`config.mk`:
```
export PLATFORM = sky130hd
export DESIGN_NAME = dlb_cell
export DESIGN_NICKNAME = d
export VERILOG_FILES = /design/src/sv/dlb_pkg.sv /design/src/sv/dlb_cell.sv
export SDC_FILE = /design/constraint.sdc
export NUM_CORES = 1
export LEC_CHECK = 0
export BUFFER_PORTS_ARGS = -buffer_cell sky130_fd_sc_hd__buf_2
export CELL_PAD_IN_SITES_DETAIL_PLACEMENT = 0
export CELL_PAD_IN_SITES_GLOBAL_PLACEMENT = 1
export CORE_ASPECT_RATIO = 0.7
export CORE_MARGIN = 5
export CORE_UTILIZATION = 31
export DETAILED_ROUTE_END_ITERATION = 16
export PLACE_DENSITY_LB_ADDON = 0.15
export SLEW_MARGIN = 10
export SYNTH_ARGS = -nofsm -noshare
export SYNTH_HDL_FRONTEND = slang
export SYNTH_SLANG_ARGS = --single-unit
```
`constraint.sdc`:
```
create_clock -name clk -period 0.85 [get_ports clk]
set_clock_uncertainty 0.1 [all_clocks]
set_input_delay 0.0425 -clock clk [delete_from_list [all_inputs] [get_ports clk]]
set_output_delay 0.0425 -clock clk [all_outputs]
set_load 0.05 [all_outputs]
```
`src/sv/dlb_pkg.sv`:
```
// Shared types and constants for the dense layer with bias.
`default_nettype none
package dlb_pkg;

  localparam int DEF_MAX_INPUTS  = 64;
  localparam int DEF_MAX_OUTPUTS = 64;

  localparam int ACC_W     = 40;
  localparam int CFG_W     = 7;
  localparam int CFG_IDX_W = 1;

  localparam logic [CFG_W-1:0] COUNT_RESET = 7'd64;

  localparam logic [CFG_IDX_W-1:0] REG_INPUT_COUNT  = 1'b0;
  localparam logic [CFG_IDX_W-1:0] REG_OUTPUT_COUNT = 1'b1;

  localparam logic [1:0] KIND_WEIGHT = 2'd0;
  localparam logic [1:0] KIND_BIAS   = 2'd1;
  localparam logic [1:0] KIND_ACT    = 2'd2;

  typedef struct packed {
    logic [1:0]         kind;
    logic [5:0]         row_index;
    logic [5:0]         col_index;
    logic signed [15:0] data_value;
  } in_word_t;

  typedef struct packed {
    logic [5:0]         out_index;
    logic signed [31:0] out_value;
    logic               last_of_run;
  } out_word_t;

endpackage
`default_nettype wire

```
`src/sv/dlb_cell.sv`:
```
// One accumulator cell of the rotating accumulator chain.
`default_nettype none
module dlb_cell (
  input  wire logic                             clk,
  input  wire logic                             rst,
  input  wire logic                             shift,
  input  wire logic signed [dlb_pkg::ACC_W-1:0] din,
  output      logic signed [dlb_pkg::ACC_W-1:0] acc
);

  always_ff @(posedge clk) begin
    if (rst) begin
      acc <= '0;
    end else if (shift) begin
      acc <= din;
    end
  end

endmodule
`default_nettype wire

```
==> impl_metrics.py <==
metrics = {
    "timing": {
        "finalCriticalPeriod_ps": 944,
        "worst_pin_slew_ps": 151,
        "slew_headroom_pct": 89.6,
        "finalCritPeriodShare_pct": 111,
        "slew_violations": 0,
        "rsz0062_at_grt": "yes",
        "fmax_mhz": 1060,
        "setup_viol_count_final": 41,
        "final_hold_viol_count": 0,
        "setup_ws_ps": -94.4,
        "final.setup.tns_ps": -2890,
    },
    "drt": {
        "drt_wl_total_um": 4280,
        "vias_per_cell": 4.36,
        "ant_nets": 0,
        "drt-initial-drc-count": 16,
        "post_drt_wl_per_cell_um": 13.8,
        "drc": 0,
        "drtPass1Iterations": 3,
        "route.vias.total": 1347,
    },
    "yosys": {
        "post_synth_num_cell_types": 6,
        "synth_top_area_share_pct": 54.9,
        "yosys_warnings": 0,
        "synth_edf_count": 0,
        "syn_inst": 129,
        "synth_area_um2": 1460,
        "yosysTopAreaCell": "dfxtp_1",
        "syn_area_per_cell_um2": 11.3,
        "ys_seq_area_share_pct": 54.9,
        "synthTopCellsByCount": "dfxtp_1, mux2i_1, nor2_1, buf_12, clkbuf_1",
        "synth_area_leaders": "dfxtp_1, mux2i_1, nor2_1",
        "syn_nets": 172,
        "synth_top_flop_cell": "dfxtp_1",
        "synth_seq_cells": 40,
        "synthArstFlopShare_pct": 0,
    },
    "critical_path": {
        "worst-path-buf-inv": 1,
        "crit_fanout": 2,
        "cp.arrival_ps": 800,
        "path_delay_family": "flip-flops",
        "worstPathCellList": "buf_8",
        "crit_path_top_delay_cell": "dfxtp_2",
        "crit_required_ps": 710,
        "slowest_delay_ps": 360,
        "setup.worst_path.class": "reg -> out",
        "start_kind": "flip-flop",
        "crit_path_end_kind": "output pin",
    },
    "global_routing": {
        "overflow": 0,
        "grt_max_degree": 41,
        "grt_pass1_vias": 1524,
        "grt_antenna_before_repair": 0,
        "grt_pass1_wl_um": 7110,
        "grt_use_total_pct": 14.9,
    },
    "final_layout": {
        "nets": 295,
        "fin_area_um2": 2860,
        "drive_gt1_share_pct": 52.6,
        "reg.largest.list": "acc: 40 flops",
        "fin_cells": 309,
        "fillCellCount": 357,
        "largest_register_ff_count": 40,
        "top_register": "acc",
        "syn2layout_area_growth_pct": 96.4,
    },
    "placement": {
        "gp_congestion": 0.672,
        "dp.cells": 261,
        "dpl_worst_slack_ps": -77.1,
        "place_area_um2": 1960,
        "portBuffers": 82,
        "dp_hpwl_um": 2620,
    },
    "hold_path": {
        "worst_hold_path_type": "in -> reg",
    },
    "status": {
        "violations": "setup timing",
        "status": "finished with violations",
    },
    "floorplan": {
        "row_count": 20,
        "fp.dieH_um": 67.4,
        "start_util_pct": 32.7,
        "die_width_um": 92.0,
        "die_area_um2": 6200,
        "core_area_um2": 4450,
        "ioPinCount": 83,
    },
    "job": {
        "max_cap_violations": 0,
    },
    "cts": {
        "worst_skew_pair.late_latency_ps": 280,
        "cts_sinks": 40,
        "clk_pin_slew_ps": 80,
        "cts_buffer_depth": 2,
        "root_buffer": "clkbuf_8",
        "cts_tree": "done",
        "cts_buffers": 5,
        "htree_num_levels": 2,
    },
    "power": {
        "irDropWorstVdd_v": 0.000946,
        "p_leak_nw": 1.40,
        "power_mw": 4.65,
        "cellPowerDensity_nw_per_um2": 1620,
    },
}
cells by family after synthesis:
| group | synth area share, % |
|---|---|
| DFF | 54.9 |
| buffers and inverters | 7.30 |
| muxes | 27.5 |
| and+or+nand+nor | 10.3 |
final cells by class:
type | instances | area (µm²) | area share (%)
multi-input cells | 80 | 551 | 19.2
repair buffers | 125 | 1300 | 45.3
well taps | 55 | 68.8 | 2.40
clock inverters | 2 | 10.0 | 0.350
clock buffers | 6 | 82.6 | 2.88
diodes | 1 | 2.50 | 0.0874
flip-flops and latches | 40 | 851 | 29.7
power by group:
part	switching (mW)	internal, mW	leakage (nW)
combinational	0.637	0.625	1.00
sequential	0.0994	2.01	0.344
clock	0.630	0.647	0.0510
total	1.37	3.28	1.40
path summary, 6_finish.rpt:
check                            from                   end  slack [ps]  cells past startpoint
setup / recovery  acc[9]$_SDFFE_PP0P_                acc[9]         -90                      1
setup reg to reg  acc[9]$_SDFFE_PP0P_   acc[9]$_SDFFE_PP0P_         -10                      3
hold / removal                    rst  acc[35]$_SDFFE_PP0P_          60                      3
hold reg to reg   acc[4]$_SDFFE_PP0P_   acc[4]$_SDFFE_PP0P_         410                      2
cell usage in the layout, fill, tap and decap left out:
| cell | n |
|---|---|
| mux2i_1 | 40 |
| nor2_1 | 40 |
| dfxtp_2 | 40 |
| buf_2 | 39 |
| buf_8 | 38 |
| dlygate4sd3_1 | 36 |
| clkbuf_8 | 6 |
| dlymetal6s4s_1 | 4 |
| buf_12 | 4 |
| buf_6 | 3 |
| clkinv_2 | 2 |
| diode_2 | 1 |
| buf_4 | 1 |
through the flow:
stage	hold WS, ps	utilization [%]
2_1_floorplan	89.6	-
3_3_place_gp	176	44.0
3_5_place_dp	184	44.0
4_1_cts	62.8	63.0
5_1_grt	77.6	64.2
6_report	60.3	64.3
routing by layer:
layer | GRT usage (%) | vias up | routed length [µm]
met1 | 14.2 | 622 | 1510
met5 | 0 | - | 0
met4 | 6.30 | 0 | 65
li1 | - | 669 | -
met3 | 4.68 | 9 | 253
met2 | 30.1 | 47 | 2450
what timing repair did:
item,4_1_cts,5_1_grt
endpoints found under the setup margin,40,48
endpoints found under the hold margin,40,0
buffers inserted,1,1
gates cloned,0,0
pin swaps,0,4
hold buffers,40,0
resized for setup,105,18
Note: power is estimated with default switching activity, not from simulation.
