`src/sv/dlb_ram.sv`:
```
// Generic single write port, single read port RAM with registered read.
`default_nettype none
module dlb_ram #(
  parameter int WIDTH = 16,
  parameter int AW    = 6
) (
  input  wire logic             clk,
  input  wire logic             we,
  input  wire logic [AW-1:0]    waddr,
  input  wire logic [WIDTH-1:0] wdata,
  input  wire logic [AW-1:0]    raddr,
  output      logic [WIDTH-1:0] rdata
);

  localparam int DEPTH = 1 << AW;

  logic [WIDTH-1:0] mem [DEPTH];

  always_ff @(posedge clk) begin
    if (we) begin
      mem[waddr] <= wdata;
    end
    rdata <= mem[raddr];
  end

endmodule
`default_nettype wire

```
`config.mk`:
```
export PLATFORM = sky130hd
export DESIGN_NAME = dlb_ram
export DESIGN_NICKNAME = d
export VERILOG_FILES = /design/src/sv/dlb_ram.sv
export SDC_FILE = /design/constraint.sdc
export NUM_CORES = 1
export LEC_CHECK = 0
export ABC_AREA = 1
export BUFFER_PORTS_ARGS = -buffer_cell sky130_fd_sc_hd__buf_4
export CAP_MARGIN = 20
export CORE_UTILIZATION = 25
export CTS_BUF_LIST = sky130_fd_sc_hd__clkbuf_2
export CTS_CLUSTER_SIZE = 12
export DETAILED_ROUTE_END_ITERATION = 12
export GPL_ROUTABILITY_DRIVEN = 0
export SLEW_MARGIN = 5
export SYNTH_ARGS = -nofsm -noshare
export SYNTH_HDL_FRONTEND = slang
export SYNTH_SLANG_ARGS = --single-unit
```
`constraint.sdc`:
```
create_clock -name clk -period 3.5 [get_ports clk]
set_clock_uncertainty 0.2 [all_clocks]
set_input_delay 0.175 -clock clk [delete_from_list [all_inputs] [get_ports clk]]
set_output_delay 0.175 -clock clk [all_outputs]
set_load 0.05 [all_outputs]
```
==> results.yml, run 1 <==
routing:
  vias: 28683
  wl_per_cell_um: 19.00
  drt-initial-drc-count: 3065
  vias_per_cell: 4.583
  drtAntennaViolNets: 0
  drt_first_pass_iters: 5
  totalWireLength_um: 118900
  post-route-drc-count: 0
synth:
  yosys_warnings: 0
  ys_ff_latch: 1040
  yosys.cell_types.count: 16
  syn_inst: 3517
  yosysTopAreaCell: "edfxtp_1"
  netlist_area_um2: 42100
  yosysTopAreaCellShare_pct: 73.04
  yosys-top-cells-area: "edfxtp_1, nand2_1, nand3_1"
  synth.avg_cell_area_um2: 11.97
  synth.yosys.seq_area_share_pct: 73.80
  synth_nets: 3547
placed_design:
  io_buffers: 45
  placed_cell_area_um2: 44990
  dp.cells: 5662
  dp_hpwl_um: 61810
final_layout:
  final_area_um2: 49080
  fin_nets: 3918
  drive_gt1_share_pct: 14.97
  synthToLayoutAreaGrowth_pct: 16.59
  fin_cells: 6258
worst_hold_path:
  min_from: "raddr[1]"
  hold_path.class: "input port to flip-flop"
  worstHoldEndpoint: "rdata[11]"
  whs_path_depth: 10
global_routing:
  grt_pass1_wl_um: 176500
  grt_pass1_vias: 27758
  grt.overflow.total: 0
  grt_max_degree: 113
  grt.total_usage_pct: 13.82
  antenna_found_initial: 9
critical_path:
  cp-start-kind: "input port"
  cp_cell_sequence: "dlygate4sd3_1 -> buf_8 -> buf_12 -> dlygate4sd3_1 -> nand3_1 -> nand3_1 -> nand2_1 -> nand2_1 -> nand3_1 -> dlygate4sd3_1 -> nand3_1 -> dlygate4sd3_1 -> nand2_1 -> dlygate4sd3_1"
  end_kind: "flip-flop"
  reg2regPathDepth: 11
  cpLargestDelayFamily: "buffers and inverters"
  crit_slowest_cell: "dlygate4sd3_1"
  crit_top_cell: "dlygate4sd3_1"
  rr_startpoint: "mem[5][2]"
  arrival_ps: 4630
  path_max_fanout: 67
  critical_path.max_stage_delay_ps: 990
  crit_type: "input port to flip-flop"
  crit_buf_inv: 7
  critPathRequiredTime_ps: 4730
  r2r_slack_ps: 220
  worstReg2RegEnd: "rdata[2]"
sta:
  slew_violations: 0
  max_freq_mhz: 294.7
  final.period_utilization_pct: 96.94
  fin_crit_ps: 3393
  finalHoldViolCount: 0
  final-setup-viol-count: 0
  finalSetupTns_ps: 0
  relSlewSlack_pct: 29.76
  rsz0062_at_grt: "no"
  worst_slew_pin_slew_ps: 1054
floorplan:
  fp.dieH_um: 412.4
  core-area_um2: 167200
  io_pins: 46
  dieArea_um2: 170000
  initial_utilization_pct: 25.18
  die_w_um: 412.4
  rows: 150
power_and_ir_drop:
  power_leakage_nw: 17.84
  power_per_cell_area_nw_per_um2: 480.9
  p_clk_share_pct: 33.2
  power.switching_mw: 6.236
  vdd_drop_max_v: 0.0003110
  p_sw_share_pct: 26.42
  pwr-share-seq_pct: 58.5
  comb_power_share_pct: 8.2
  intPower_mw: 17.37
clocking:
  cts_setup_buffers: 0
  clock_path_buffers: 4
  htree_levels: 5
  cts_tree: "built"
  clock-sinks: 1040
  clk_pin_slew_ps: 100
  clock_latency_ps: 1560
  cts-root-buf: "clkbuf_2"
  cts_buffers: 274
status:
  status: "completed"
flow_run:
  cap_viol_max_count: 0
what timing repair did:
item,4_1_cts,5_1_grt
resized for setup,0,5
endpoints found under the setup margin,0,50
hold endpoints to repair,2064,0
hold buffers,160,0
state kept, by name, indices dropped and copies added (netlist names):
name and flops:
rdata 16, mem 1024
worst max-delay path by stage:
stage / cells after the start / endpoint / slack (ps) / startpoint
2_1_floorplan: 3 / mem[48][0] / 570 / we
3_3_place_gp: 11 / rdata[8] / 830 / raddr[0]
3_5_place_dp: 11 / rdata[8] / 810 / raddr[0]
4_1_cts: 12 / rdata[4] / 20 / mem[47][4]
5_1_grt: 11 / rdata[2] / 70 / mem[5][2]
6_report: 14 / rdata[14] / 110 / raddr[1]
stage by stage:
step / hold slack (ps) / power [mW] / setup slack (ps) / util (%)
2_1_floorplan: 73.87 / 15.08 / 570.9 / -
3_3_place_gp: 403.5 / 15.79 / 829.6 / 26.90
3_5_place_dp: 399.2 / 15.80 / 813.0 / 26.90
4_1_cts: 0.9750 / 23.79 / 20.47 / 29.37
5_1_grt: 43.81 / 24.59 / 69.00 / 29.35
6_report: 131.6 / 23.60 / 107.1 / 29.35
cells in the final DEF (no fill, tap or decap):
cell type and n:
clkinv_1 31, inv_4 1, inv_1 8, dlymetal6s4s_1 1, inv_16 1, nand4_1 9
bufinv_16 1, buf_8 2, diode_2 7, nand3_1 869, clkbuf_2 392, dfxtp_1 16
nand2_2 1, inv_2 7, clkinv_2 5, nor4_2 8, buf_6 1, inv_8 1
dlygate4sd3_1 132, buf_16 20, buf_12 20, edfxtp_1 1024, nor2_1 56, nand2_1 1295
nand3_2 2, buf_4 144
worst register-to-register path, delay by kind of cell (launching register included):
kind,cells,cell delay (ps)
AND/OR/NAND/NOR,8,850
buffers and inverters,3,1690
flip-flops,1,370
Yosys cell counts:
cell         n
buf_1       17
buf_2      113
buf_4       19
buf_6       49
buf_8        1
clkbuf_1    26
dfxtp_1     16
edfxtp_1  1024
inv_1        9
inv_2        2
inv_8        1
nand2_1   1296
nand3_1    871
nand4_1      9
nor2_1      56
nor4_1       8
power by group through the flow:
stage	Clock, mW	Combinational [mW]	Sequential [mW]
6_report	7.84	1.95	13.8
5_1_grt	8.66	2.10	13.8
4_1_cts	8.03	1.95	13.8
3_5_place_dp	0	1.70	14.1
3_3_place_gp	0	1.68	14.1
2_1_floorplan	0	0.922	14.2
metal layers:
metal  wire, um  up-vias  track usage, %  share of wire, %
li1           -    13279               -                 -
met1      50850    13903           18.63                43
met2      53870     1259           21.05                45
met3      10610      234           3.494               8.9
met4       3518        8           5.760               3.0
met5         46        -               0             0.039
layout make-up:
cell class | count | area (um2)
fillers | 16984 | 118100
clock inverters | 43 | 193.9
flip-flops and latches | 1040 | 31070
clock buffers | 392 | 1962
repair buffers | 320 | 3407
well taps | 2204 | 2758
inverters | 12 | 71.32
diodes | 7 | 17.52
multi-input cells | 2240 | 9603
cell families after synthesis:
| kind of cell | after synthesis | synth area share, % |
|---|---|---|
| buffers and inverters | 237 | 3.537 |
| and+or+nand+nor | 2240 | 22.66 |
| DFF | 1040 | 73.80 |
No activity file was read; power rests on OpenSTA's default activity.
==> inputs of run 2 (changes only) <==
- PLACE_DENSITY: unset -> 0.42
==> run 2 against run 1 <==
  * Register-to-register slack better by 140 ps
  * Largest cell class unchanged
  * Combinational power rose by 4%
  * Sequential power hardly changed
  * Global-route usage rose by 2.0 points
  * Critical path type unchanged
  * Largest power group unchanged
==> results.yml, run 2 (same netlist as run 1, synthesis figures left out) <==
final_layout:
  multiInputGateArea_um2: 9666
  final_area_um2: 49340
  final_util_pct: 29.50
  drive_gt1_share_pct: 16.85
  top_register: "mem"
  fin_nets: 3922
  seqCellArea_um2: 31070
  final_cell_mix: "nand2_1, edfxtp_1, nand3_1, clkbuf_2, buf_4"
  final_common_cell: "nand2_1"
  fillers: 17306
  reg_top3: "mem (1024), rdata (16)"
  synthToLayoutAreaGrowth_pct: 17.20
  largest_reg_flops: 1024
routing:
  totalWireLength_um: 136900
  drt_first_pass_iters: 5
  drt-initial-drc-count: 2474
  vias_per_cell: 4.536
  vias: 28538
  wl_per_cell_um: 21.76
  post-route-drc-count: 0
  drtAntennaViolNets: 0
clocking:
  htree_levels: 5
  cts_buffers: 294
  clk_pin_slew_ps: 100
  cts_setup_buffers: 0
  clock_latency_ps: 1650
  cts_tree: "built"
  cts-root-buf: "clkbuf_2"
  clock_path_buffers: 4
  clock-sinks: 1040
critical_path:
  startpoint: "raddr[0]"
  arrival_ps: 4670
  worstReg2RegEnd: "rdata[1]"
  crit_slowest_cell: "dlygate4sd3_1"
  critPathRequiredTime_ps: 4770
  critical_path.max_stage_delay_ps: 590
  path_max_fanout: 29
  crit_top_cell: "dlygate4sd3_1"
  cp-start-kind: "input port"
  reg2regPathDepth: 11
  critPathCapture: "rdata[15]"
  r2r_slack_ps: 360
  end_kind: "flip-flop"
  cp_cell_sequence: "dlygate4sd3_1 -> dlygate4sd3_1 -> buf_8 -> buf_12 -> clkinv_16 -> buf_4 -> nand2_1 -> nand3_1 -> nand3_1 -> dlygate4sd3_1 -> nand2_1 -> dlygate4sd3_1 -> nand2_1 -> dlygate4sd3_1 -> nand3_1 -> nand3_1 -> nand2_1"
  rr_startpoint: "mem[61][1]"
  crit_type: "input port to flip-flop"
global_routing:
  grt_max_degree: 106
  grt_pass1_wl_um: 195900
  grt.overflow.total: 0
  grt.total_usage_pct: 15.84
  antenna_found_initial: 5
  grt_pass1_vias: 27951
placed_design:
  place_ws_ps: 564.5
  dp_hpwl_um: 70860
  io_buffers: 45
  placed_cell_area_um2: 45250
floorplan:
  core-area_um2: 167200
  io_pins: 46
  die_w_um: 412.4
  fp.dieH_um: 412.4
  dieArea_um2: 170000
  rows: 150
  initial_utilization_pct: 25.18
power_and_ir_drop:
  fin_total_pwr_mw: 24.52
  power_per_cell_area_nw_per_um2: 497.0
  power_leakage_nw: 18.02
  vdd_drop_max_v: 0.0002812
sta:
  worst_slew_pin_slew_ps: 1122
  finalSetupTns_ps: 0
  max_freq_mhz: 293.4
  finalWorstSetupSlack_ps: 91.29
  slew_violations: 0
  final.period_utilization_pct: 97.39
  fin_crit_ps: 3409
  relSlewSlack_pct: 25.22
  finalHoldViolCount: 0
  rsz0062_at_grt: "no"
  final-setup-viol-count: 0
flow_run:
  cap_viol_max_count: 0
worst_hold_path:
  hold_path.class: "input port to flip-flop"
status:
  status: "completed"
[run 2: cell count changes in the layout (fill, tap and decap cells not counted), moves of 7 or more]
cell,delta
clkbuf_2,+43
nor2_1,-30
nor2_2,+30
dlygate4sd3_1,-29
buf_12,+9
clkinv_1,+7
[run 2: metrics by stage]
step                      hold WS [ps]  std cells
after floorplan                  73.87       3517
after global placement           421.7       5675
after detailed placement         426.2       5675
after CTS                        33.72       6280
after global routing             164.3       6289
final                            264.2       6291
[run 2: timing repair]
| item | in CTS | in global routing |
|---|---|---|
| gates resized for setup | 0 | 1 |
| hold buffers | 123 | 0 |
| hold endpoints to repair | 2064 | 0 |
| endpoints found under the setup margin | 0 | 1 |
[run 2: worst min-delay path by stage]
stage	slack [ps]	depth (start not counted)	startpoint	endpoint
after global routing	160	8	raddr[3]	rdata[5]
after detailed placement	430	3	raddr[5]	rdata[15]
after floorplan	70	0	wdata[0]	mem[0][0]
after CTS	30	8	raddr[3]	rdata[3]
final	260	8	raddr[3]	rdata[3]
after global placement	420	3	raddr[5]	rdata[4]
[run 2: where the power goes]
group / switching, mW / internal [mW] / leakage (nW)
registers: 0.0455 / 13.8 / 9.35
logic: 1.44 / 0.582 / 6.72
clock network: 5.08 / 3.61 / 1.95
total: 6.56 / 18.0 / 18.0
[run 2: area by class of cell]
cell class	instances	area share, %
Antenna cell	9	0.04565
Timing Repair inverter	2	0.04565
Inverter	12	0.1699
Clock buffer	435	4.413
Timing Repair Buffer	302	6.548
Tap cell	2204	5.589
Multi-Input combinational cell	2240	19.59
Sequential cell	1040	62.97
Clock inverter	47	0.6264
[run 2: routing by layer]
layer	global-route usage (%)	vias to the layer above	wire length (um)
li1	-	13322	-
met1	22.02	14145	63320
met2	24.74	839	63130
met3	3.013	230	7400
met4	5.064	2	3017
met5	0	-	13
[run 2: critical path: cells and delay by family]
family | cells | cell delay (ps)
buffers and inverters | 9 | 3700
and+or+nand+nor | 8 | 730
